[src/hw/rtl/mixed_fraction_adder_core_assert.svh]
// Assertion macros for the mixed fraction adder.
// Included by modules that carry concurrent checks; no dependencies.
`ifndef MIXED_FRACTION_ADDER_CORE_ASSERT_SVH
`define MIXED_FRACTION_ADDER_CORE_ASSERT_SVH
`ifndef SYNTHESIS
`define MFA_ASSERT_IMPL(label, ante, cons) \
  label: assert property (@(posedge clk) disable iff (rst) (ante) |-> (cons)) \
    else $error("assertion failed");
`define MFA_ASSERT_NEXT(label, ante, cons) \
  label: assert property (@(posedge clk) disable iff (rst) (ante) |=> (cons)) \
    else $error("assertion failed");
`else
`define MFA_ASSERT_IMPL(label, ante, cons)
`define MFA_ASSERT_NEXT(label, ante, cons)
`endif
`endif

[src/hw/rtl/mfa_pkg.sv]
// Package for the mixed fraction adder: payload structs, widths, sequencer states.
// No dependencies.
package mfa_pkg;
  localparam int OperandWidth = 15;
  localparam int ValWidth = 31;

  typedef struct packed {
    logic [OperandWidth-1:0] left_whole;
    logic [OperandWidth-1:0] left_numerator;
    logic [OperandWidth-1:0] left_denominator;
    logic [OperandWidth-1:0] right_whole;
    logic [OperandWidth-1:0] right_numerator;
    logic [OperandWidth-1:0] right_denominator;
  } operands_t;

  typedef struct packed {
    logic [16:0] sum_whole;
    logic [29:0] sum_numerator;
    logic [29:0] sum_denominator;
  } sum_t;

  typedef struct packed {
    logic start;
    logic [ValWidth-1:0] dividend;
    logic [ValWidth-1:0] divisor;
  } div_req_t;

  typedef struct packed {
    logic done;
    logic [ValWidth-1:0] quotient;
    logic [ValWidth-1:0] remainder;
  } div_rsp_t;

  typedef enum logic [4:0] {
    ST_IDLE,
    ST_NORM_DIV, ST_NORM_DIVW,
    ST_GCD_STEP, ST_GCD_WAIT,
    ST_RED_NUM, ST_RED_NUMW, ST_RED_DEN, ST_RED_DENW,
    ST_LCM_DIV, ST_LCM_DIVW, ST_LCM_MUL,
    ST_SCALE_A, ST_SCALE_AW, ST_SCALE_B, ST_SCALE_BW,
    ST_MUL_A, ST_MUL_B, ST_DONE
  } state_t;

  typedef enum logic [1:0] {
    PH_LEFT, PH_RIGHT, PH_LCM, PH_SUM
  } phase_t;
endpackage

[src/hw/rtl/mixed_fraction_adder_core.sv]
// Top level of the mixed fraction adder: sequencer around one shared divider.
// Depends on mfa_pkg, mfa_divider and mixed_fraction_adder_core_assert.svh.
//
// channel   signals                 direction  flow
// operands  start, busy, operands   in         taken when start && !busy
// sum       done, sum               out        one-cycle strobe, no stall
//
// Every division of a beat runs on the single shared divider as issue, one bit
// step per quotient bit, and done; the four Euclidean GCD loops (left, right,
// LCM and sum) dominate the time of a beat.
// busy rises the cycle after start and falls the cycle after done strobes.
// Reset clears the sequencer and the divider; data registers are not reset.
// The receiver cannot stall; the result is shown for exactly one cycle.
`include "mixed_fraction_adder_core_assert.svh"
module mixed_fraction_adder_core (
  input  logic               clk,
  input  logic               rst,
  input  logic               start,
  output logic               busy,
  input  mfa_pkg::operands_t operands,
  output logic               done,
  output mfa_pkg::sum_t      sum
);
  localparam int W = mfa_pkg::ValWidth;

  mfa_pkg::state_t state, state_next;
  mfa_pkg::phase_t phase;
  mfa_pkg::div_req_t dreq;
  mfa_pkg::div_rsp_t drsp;
  mfa_pkg::operands_t operands_r;

  logic [W-1:0] whole, num, den;   // operand under normalization
  logic [W-1:0] ga, gb;            // gcd working pair
  logic [W-1:0] aw, an, ad;        // normalized left
  logic [W-1:0] bw, bn, bd;        // normalized right
  logic [W-1:0] lcm, fa, fb, acc;
  logic [W-1:0] q_hold;

  mfa_divider u_div (.clk(clk), .rst(rst), .req(dreq), .rsp(drsp));

  always_comb begin
    state_next = state;
    dreq = '0;
    unique case (state)
      mfa_pkg::ST_IDLE: if (start) state_next = mfa_pkg::ST_NORM_DIV;
      mfa_pkg::ST_NORM_DIV: begin
        dreq = '{start: 1'b1, dividend: num, divisor: den};
        state_next = mfa_pkg::ST_NORM_DIVW;
      end
      mfa_pkg::ST_NORM_DIVW: if (drsp.done) state_next = mfa_pkg::ST_GCD_STEP;
      mfa_pkg::ST_GCD_STEP: begin
        if (ga == '0) begin
          state_next = (phase == mfa_pkg::PH_LCM) ? mfa_pkg::ST_LCM_DIV
                                                  : mfa_pkg::ST_RED_NUM;
        end else begin
          dreq = '{start: 1'b1, dividend: gb, divisor: ga};
          state_next = mfa_pkg::ST_GCD_WAIT;
        end
      end
      mfa_pkg::ST_GCD_WAIT: if (drsp.done) state_next = mfa_pkg::ST_GCD_STEP;
      mfa_pkg::ST_RED_NUM: begin
        dreq = '{start: 1'b1, dividend: num, divisor: gb};
        state_next = mfa_pkg::ST_RED_NUMW;
      end
      mfa_pkg::ST_RED_NUMW: if (drsp.done) state_next = mfa_pkg::ST_RED_DEN;
      mfa_pkg::ST_RED_DEN: begin
        dreq = '{start: 1'b1, dividend: den, divisor: gb};
        state_next = mfa_pkg::ST_RED_DENW;
      end
      mfa_pkg::ST_RED_DENW: begin
        if (drsp.done) begin
          unique case (phase)
            mfa_pkg::PH_LEFT: state_next = mfa_pkg::ST_NORM_DIV;
            mfa_pkg::PH_RIGHT: state_next = mfa_pkg::ST_GCD_STEP;
            default: state_next = mfa_pkg::ST_DONE;
          endcase
        end
      end
      mfa_pkg::ST_LCM_DIV: begin
        dreq = '{start: 1'b1, dividend: ad, divisor: gb};
        state_next = mfa_pkg::ST_LCM_DIVW;
      end
      mfa_pkg::ST_LCM_DIVW: if (drsp.done) state_next = mfa_pkg::ST_LCM_MUL;
      mfa_pkg::ST_LCM_MUL: state_next = mfa_pkg::ST_SCALE_A;
      mfa_pkg::ST_SCALE_A: begin
        dreq = '{start: 1'b1, dividend: lcm, divisor: ad};
        state_next = mfa_pkg::ST_SCALE_AW;
      end
      mfa_pkg::ST_SCALE_AW: if (drsp.done) state_next = mfa_pkg::ST_SCALE_B;
      mfa_pkg::ST_SCALE_B: begin
        dreq = '{start: 1'b1, dividend: lcm, divisor: bd};
        state_next = mfa_pkg::ST_SCALE_BW;
      end
      mfa_pkg::ST_SCALE_BW: if (drsp.done) state_next = mfa_pkg::ST_MUL_A;
      mfa_pkg::ST_MUL_A: state_next = mfa_pkg::ST_MUL_B;
      mfa_pkg::ST_MUL_B: state_next = mfa_pkg::ST_NORM_DIV;
      mfa_pkg::ST_DONE: state_next = mfa_pkg::ST_IDLE;
      default: state_next = mfa_pkg::ST_IDLE;
    endcase
  end

  always_ff @(posedge clk) begin
    if (rst) begin
      state <= mfa_pkg::ST_IDLE;
      phase <= mfa_pkg::PH_LEFT;
    end else begin
      state <= state_next;
      unique case (state)
        mfa_pkg::ST_IDLE: begin
          if (start) begin
            phase <= mfa_pkg::PH_LEFT;
            whole <= W'(operands.left_whole);
            num <= W'(operands.left_numerator);
            den <= (operands.left_denominator == '0) ? W'(1)
                                                     : W'(operands.left_denominator);
          end
        end
        mfa_pkg::ST_NORM_DIVW: begin
          if (drsp.done) begin
            whole <= whole + drsp.quotient;
            num <= drsp.remainder;
            ga <= drsp.remainder;
            gb <= den;
          end
        end
        mfa_pkg::ST_GCD_WAIT: begin
          if (drsp.done) begin
            gb <= ga;
            ga <= drsp.remainder;
          end
        end
        mfa_pkg::ST_RED_NUMW: if (drsp.done) q_hold <= drsp.quotient;
        mfa_pkg::ST_RED_DENW: begin
          if (drsp.done) begin
            unique case (phase)
              mfa_pkg::PH_LEFT: begin
                aw <= whole;
                an <= q_hold;
                ad <= drsp.quotient;
                phase <= mfa_pkg::PH_RIGHT;
                whole <= W'(operands_r.right_whole);
                num <= W'(operands_r.right_numerator);
                den <= (operands_r.right_denominator == '0) ? W'(1)
                                                         : W'(operands_r.right_denominator);
              end
              mfa_pkg::PH_RIGHT: begin
                bw <= whole;
                bn <= q_hold;
                bd <= drsp.quotient;
                phase <= mfa_pkg::PH_LCM;
                ga <= ad;
                gb <= drsp.quotient;
              end
              default: begin
                sum.sum_whole <= whole[16:0];
                sum.sum_numerator <= q_hold[29:0];
                sum.sum_denominator <= drsp.quotient[29:0];
              end
            endcase
          end
        end
        mfa_pkg::ST_LCM_DIVW: if (drsp.done) q_hold <= drsp.quotient;
        mfa_pkg::ST_LCM_MUL: lcm <= W'(32'(q_hold[15:0]) * 32'(bd[15:0]));
        mfa_pkg::ST_SCALE_AW: if (drsp.done) fa <= drsp.quotient;
        mfa_pkg::ST_SCALE_BW: if (drsp.done) fb <= drsp.quotient;
        mfa_pkg::ST_MUL_A: acc <= W'(32'(an[15:0]) * 32'(fa[15:0]));
        mfa_pkg::ST_MUL_B: begin
          num <= acc + W'(32'(bn[15:0]) * 32'(fb[15:0]));
          den <= lcm;
          whole <= aw + bw;
          phase <= mfa_pkg::PH_SUM;
        end
        default: ;
      endcase
    end
  end

  always_ff @(posedge clk) begin
    if (state == mfa_pkg::ST_IDLE && start) operands_r <= operands;
  end

  assign busy = (state != mfa_pkg::ST_IDLE);
  assign done = (state == mfa_pkg::ST_DONE);

  `MFA_ASSERT_NEXT(a_start_busy, start && !busy, busy)
  `MFA_ASSERT_IMPL(a_done_busy, done, busy)
  `MFA_ASSERT_IMPL(a_den_nonzero, done, sum.sum_denominator != '0)
  `MFA_ASSERT_IMPL(a_proper, done, sum.sum_numerator < sum.sum_denominator)
endmodule

[src/hw/rtl/mfa_divider.sv]
// Radix-2 restoring divider, one quotient bit per cycle, shared by the sequencer.
// Depends on mfa_pkg.
module mfa_divider (
  input  logic              clk,
  input  logic              rst,
  input  mfa_pkg::div_req_t req,
  output mfa_pkg::div_rsp_t rsp
);
  localparam int W = mfa_pkg::ValWidth;
  localparam int CW = $clog2(W + 1);

  logic [W-1:0] quo;
  logic [W-1:0] rem;
  logic [W-1:0] dvs;
  logic [CW-1:0] count;
  logic busy;
  logic done;
  logic [W:0] trial;

  assign trial = {rem, quo[W-1]} - {1'b0, dvs};

  always_ff @(posedge clk) begin
    if (rst) begin
      busy <= 1'b0;
      done <= 1'b0;
      count <= '0;
    end else begin
      done <= 1'b0;
      if (req.start) begin
        busy <= 1'b1;
        count <= CW'(W);
        quo <= req.dividend;
        rem <= '0;
        dvs <= req.divisor;
      end else if (busy) begin
        if (!trial[W]) begin
          rem <= trial[W-1:0];
          quo <= {quo[W-2:0], 1'b1};
        end else begin
          rem <= {rem[W-2:0], quo[W-1]};
          quo <= {quo[W-2:0], 1'b0};
        end
        count <= count - CW'(1);
        if (count == CW'(1)) begin
          busy <= 1'b0;
          done <= 1'b1;
        end
      end
    end
  end

  assign rsp.done = done;
  assign rsp.quotient = quo;
  assign rsp.remainder = rem;
endmodule
[config.mk]
export PLATFORM = sky130hd
export DESIGN_NAME = mixed_fraction_adder_core
export DESIGN_NICKNAME = d
export VERILOG_FILES = /design/src/hw/rtl/mfa_pkg.sv /design/src/hw/rtl/mixed_fraction_adder_core.sv /design/src/hw/rtl/mfa_divider.sv
export VERILOG_INCLUDE_DIRS = /design/src /design/src/hw/rtl
export SDC_FILE = /design/constraint.sdc
export NUM_CORES = 2
export LEC_CHECK = 0
export ABC_CLOCK_PERIOD_IN_PS = 10000
export BUFFER_PORTS_ARGS = -buffer_cell sky130_fd_sc_hd__buf_4
export CORE_ASPECT_RATIO = 0.6
export CORE_MARGIN = 10
export CORE_UTILIZATION = 40
export DETAILED_ROUTE_END_ITERATION = 6
export SYNTH_ARGS = -nofsm -noshare
export SYNTH_HDL_FRONTEND = slang
export SYNTH_HIERARCHICAL = 1
export SYNTH_SLANG_ARGS = --single-unit
[constraint.sdc]
create_clock -name clk -period 10 [get_ports clk]
set_input_delay 0.5 -clock clk [delete_from_list [all_inputs] [get_ports clk]]
set_output_delay 0.5 -clock clk [all_outputs]
set_load 0.02 [all_outputs]
==> flow_metrics.tcl <==
set metrics [dict create \
    p_sw_uw 2380 \
    synth_cell_types 82 \
    p_per_area_nw_per_um2 126 \
    seq_area_um2 18500 \
    cp.buffers_inverters 4 \
    ys_top_cells_by_area "edfxtp_1 34%, fa_1 23%, ha_1 8.5%" \
    firstDrtPassIters 7 \
    h-tree-depth 3 \
    die-area_um2 148000 \
    ff2ff_setup_slack_ns 2.93 \
    hold_buffers 40 \
    synth_edf_count 608 \
    synthToLayoutAreaGrowth_pct 11.4 \
    setup_viol 0 \
    ant_nets 0 \
    critPathSlowestCell "edfxtp_1" \
    pwr-share-clk 0.344 \
    clock_skew_ns 0.0292 \
    fillers 12372 \
    hp-class "in2reg" \
    antenna_found_initial 9 \
    yosys.area.top_type_share 0.344 \
    tns_ns 0 \
    critPathMaxStageDelay_ns 0.92 \
    rsz0062_at_grt "false" \
    status "complete, no violations" \
    clk_latency_ns 0.67 \
    drv_cap 0 \
    p_sw_frac 0.318 \
    cpMostUsedCell "fa_1" \
    synthFlopType "edfxtp_1" \
    critPathKind "reg2reg" \
    dp_slack_ns 3.10 \
    synth_seq_area_share 0.349 \
    drtIter0Drc 4157 \
    crit_arrival_ns 7.47 \
    ctsResizeCount 0 \
    drive_gt1_frac 0.0804 \
    via_per_inst 5.46 \
    path_max_fanout 16 \
    die_w_um 490 \
    die_h_um 302 \
    critical-path-top-delay-family "adder cells" \
    grt_start_max_net_pins 113 \
    yosys.area.top_type "edfxtp_1" \
    crit_chain "and2_1, fa_1, inv_1, fa_1, fa_1, inv_1, ha_1, fa_1, inv_1, fa_1, inv_1, ha_1, a21o_1, a2111oi_1, o21ai_1, o21ai_1, nand2b_1, a211oi_1, nor4_1, a211o_1" \
    postCtsSetupBuffers 0 \
    start_util 0.403 \
    cts-buffers-inserted 68 \
    yosysWarnings 6 \
    cts-root-buf "clkbuf_16" \
    seq_power_share 0.457 \
    finalMaxSlewViolations 0 \
    routed_wl_um 170000 \
    min_period_ns 7.07 \
    ios 172 \
    utilization 0.449 \
    ys_ff_latch 622 \
    crit_required_ns 10.40 \
    multiInputGateArea_um2 30700 \
    clock_sinks 622 \
    overflow 0 \
    grt_pass1_vias 39130 \
    gp_congestion 0.946 \
    max_freq_ghz 0.142 \
    track_usage 0.229 \
    drc_errors 0 \
    vdd_drop_max_v 0.000122 \
    port_buffers 171 \
    async_flop_share 0 \
    cts_tree "yes" \
    p_leak_uw 0.0258 \
    synthCells 5070 \
    cts.path.max_buffers 3 \
    p_total_uw 7470 \
    dr_total_vias 38497 \
    power_frac_comb 0.199 \
    cp-end-kind "register" \
    syn_nets 6136 \
    final_hold_viol_count 0 \
    fin_nets 6275 \
    p_int_uw 5090 \
    setup_ws_ns 2.93 \
    slew_headroom 0.140 \
    synthesis.area_um2 53100 \
    period_share 0.707 \
    core-area_um2 132000 \
    syn-mean-instance-area_um2 10.5 \
    grt_pass1_wl_um 257000 \
    std_cell_rows 103 \
    tightest_slew_ns 1.29 \
    place.detailed.hpwl_um 127000 \
    clk_pin_slew_ns 0.06 \
    critPathLaunchType "register" \
    wire_per_inst_um 24.2 \
]
[stage by stage]
stage | instances | cell area, um^2 | hold WS (ns)
after floorplan | 5070 | 53100 | 0.400
after global placement | 6883 | 56500 | 0.403
after detailed placement | 6883 | 56500 | 0.406
after CTS | 7046 | 59200 | 0.000555
after global routing | 7048 | 59200 | 0.00566
final | 7051 | 59200 | 0.0314
[power by group through the flow]
| stage | Combinational, uW | Sequential (uW) | Clock [uW] |
|---|---|---|---|
| global route | 1580 | 3410 | 2730 |
| finish | 1490 | 3410 | 2570 |
| floorplan | 957 | 3290 | 0 |
| detailed placement | 1410 | 3440 | 0 |
| CTS | 1430 | 3390 | 2610 |
| global placement | 1410 | 3440 | 0 |
[synth_stat cells (5+ instances only)]
cell type and number:
edfxtp_1 608, o211ai_1 15, a31oi_1 19, nor3b_1 8, xor2_1 53, nand2b_1 9, a22oi_1 121, a21o_1 58
o21ai_1 32, o21ai_0 84, a211oi_1 21, nor2b_1 10, o31ai_1 10, a221oi_1 8, a31o_2 6, a222oi_1 11
buf_1 14, dfxtp_1 14, o22ai_1 5, mux2_2 30, nand4_1 10, nor2_1 136, and2_1 330, a21oi_1 142
o21a_1 17, and4_1 6, nor4_1 18, clkbuf_1 188, mux2i_1 57, or3_1 7, and3_1 14, a211o_1 8
ha_1 361, xnor2_1 92, fa_1 612, inv_1 866, nand3_1 64, o21bai_1 23, nor3_1 35, nand2_1 819
a221o_1 36
[layout make-up]
class | instances | area share
repair buffers | 279 | 0.0373
well taps | 1785 | 0.0377
flip-flops and latches | 622 | 0.313
clock inverters | 37 | 0.00685
clock buffers | 86 | 0.0308
multi-input cells | 3371 | 0.519
inverters | 867 | 0.0550
diodes | 4 | 0.000169
[cells by family (layout without fill, tap and decap cells)]
logic type,Yosys count,after routing,share of synthesized area
compound gates,678,678,0.0888
xor+xnor,146,146,0.0242
fa+ha+maj,973,973,0.316
buf+inv,1077,1269,0.0765
flops,622,622,0.349
mux,87,87,0.0171
other cells,0,4,0
simple gates,1487,1487,0.129
[per-layer routing]
layer / part of all wire / vias up / routed length (um) / global-route usage
li1: - / 16953 / - / -
met1: 0.45 / 19319 / 75900 / 0.334
met2: 0.40 / 1992 / 68100 / 0.320
met3: 0.13 / 223 / 22400 / 0.0883
met4: 0.023 / 10 / 3950 / 0.0493
met5: 0.00067 / - / 115 / 0
[worst paths after layout]
path / from / endpoint / cells after the start
worst max register to register: bn[5]$_DFFE_PP_ / num[25]$_DFFE_PP_ / 20
worst max-delay path: bn[5]$_DFFE_PP_ / num[25]$_DFFE_PP_ / 20
worst min-delay path: operands[12] / operands_r[12]$_DFFE_PP_ / 1
worst min register to register: q_hold[18]$_DFFE_PP_ / sum[48]$_DFFE_PP_ / 0
[sequential cells by signal (all words and copies together), names as in the netlist, 31 cells and up]
name / cells
acc: 31
ad: 31
bd: 31
den: 31
ga: 31
gb: 31
lcm: 31
num: 31
operands_r: 45
sum: 77
u_div/dvs: 31
u_div/quo: 31
u_div/rem: 31
[worst register-to-register path, delay by kind of cell, from the launching register on]
family | cells | cell delay, ns
AO/OA/AOI/OAI | 6 | 2.15
flip-flops | 1 | 0.92
buffers and inverters | 4 | 0.21
AND/OR/NAND/NOR | 3 | 0.55
adder cells (fa/ha/maj) | 7 | 3.02
[layout by cell type, fill, tap and decap left out, types with 32 or more instances in the layout]
cell	instances
inv_1	866
nand2_1	819
fa_1	612
edfxtp_1	608
ha_1	361
and2_1	330
buf_4	237
a21oi_1	139
nor2_1	128
a22oi_1	121
xnor2_1	92
o21ai_0	84
clkbuf_16	69
nand3_1	63
a21o_1	58
mux2i_1	57
xor2_1	53
dlygate4sd3_1	41
a221o_1	36
o21ai_1	32
Power figures use the tool's default switching activity.
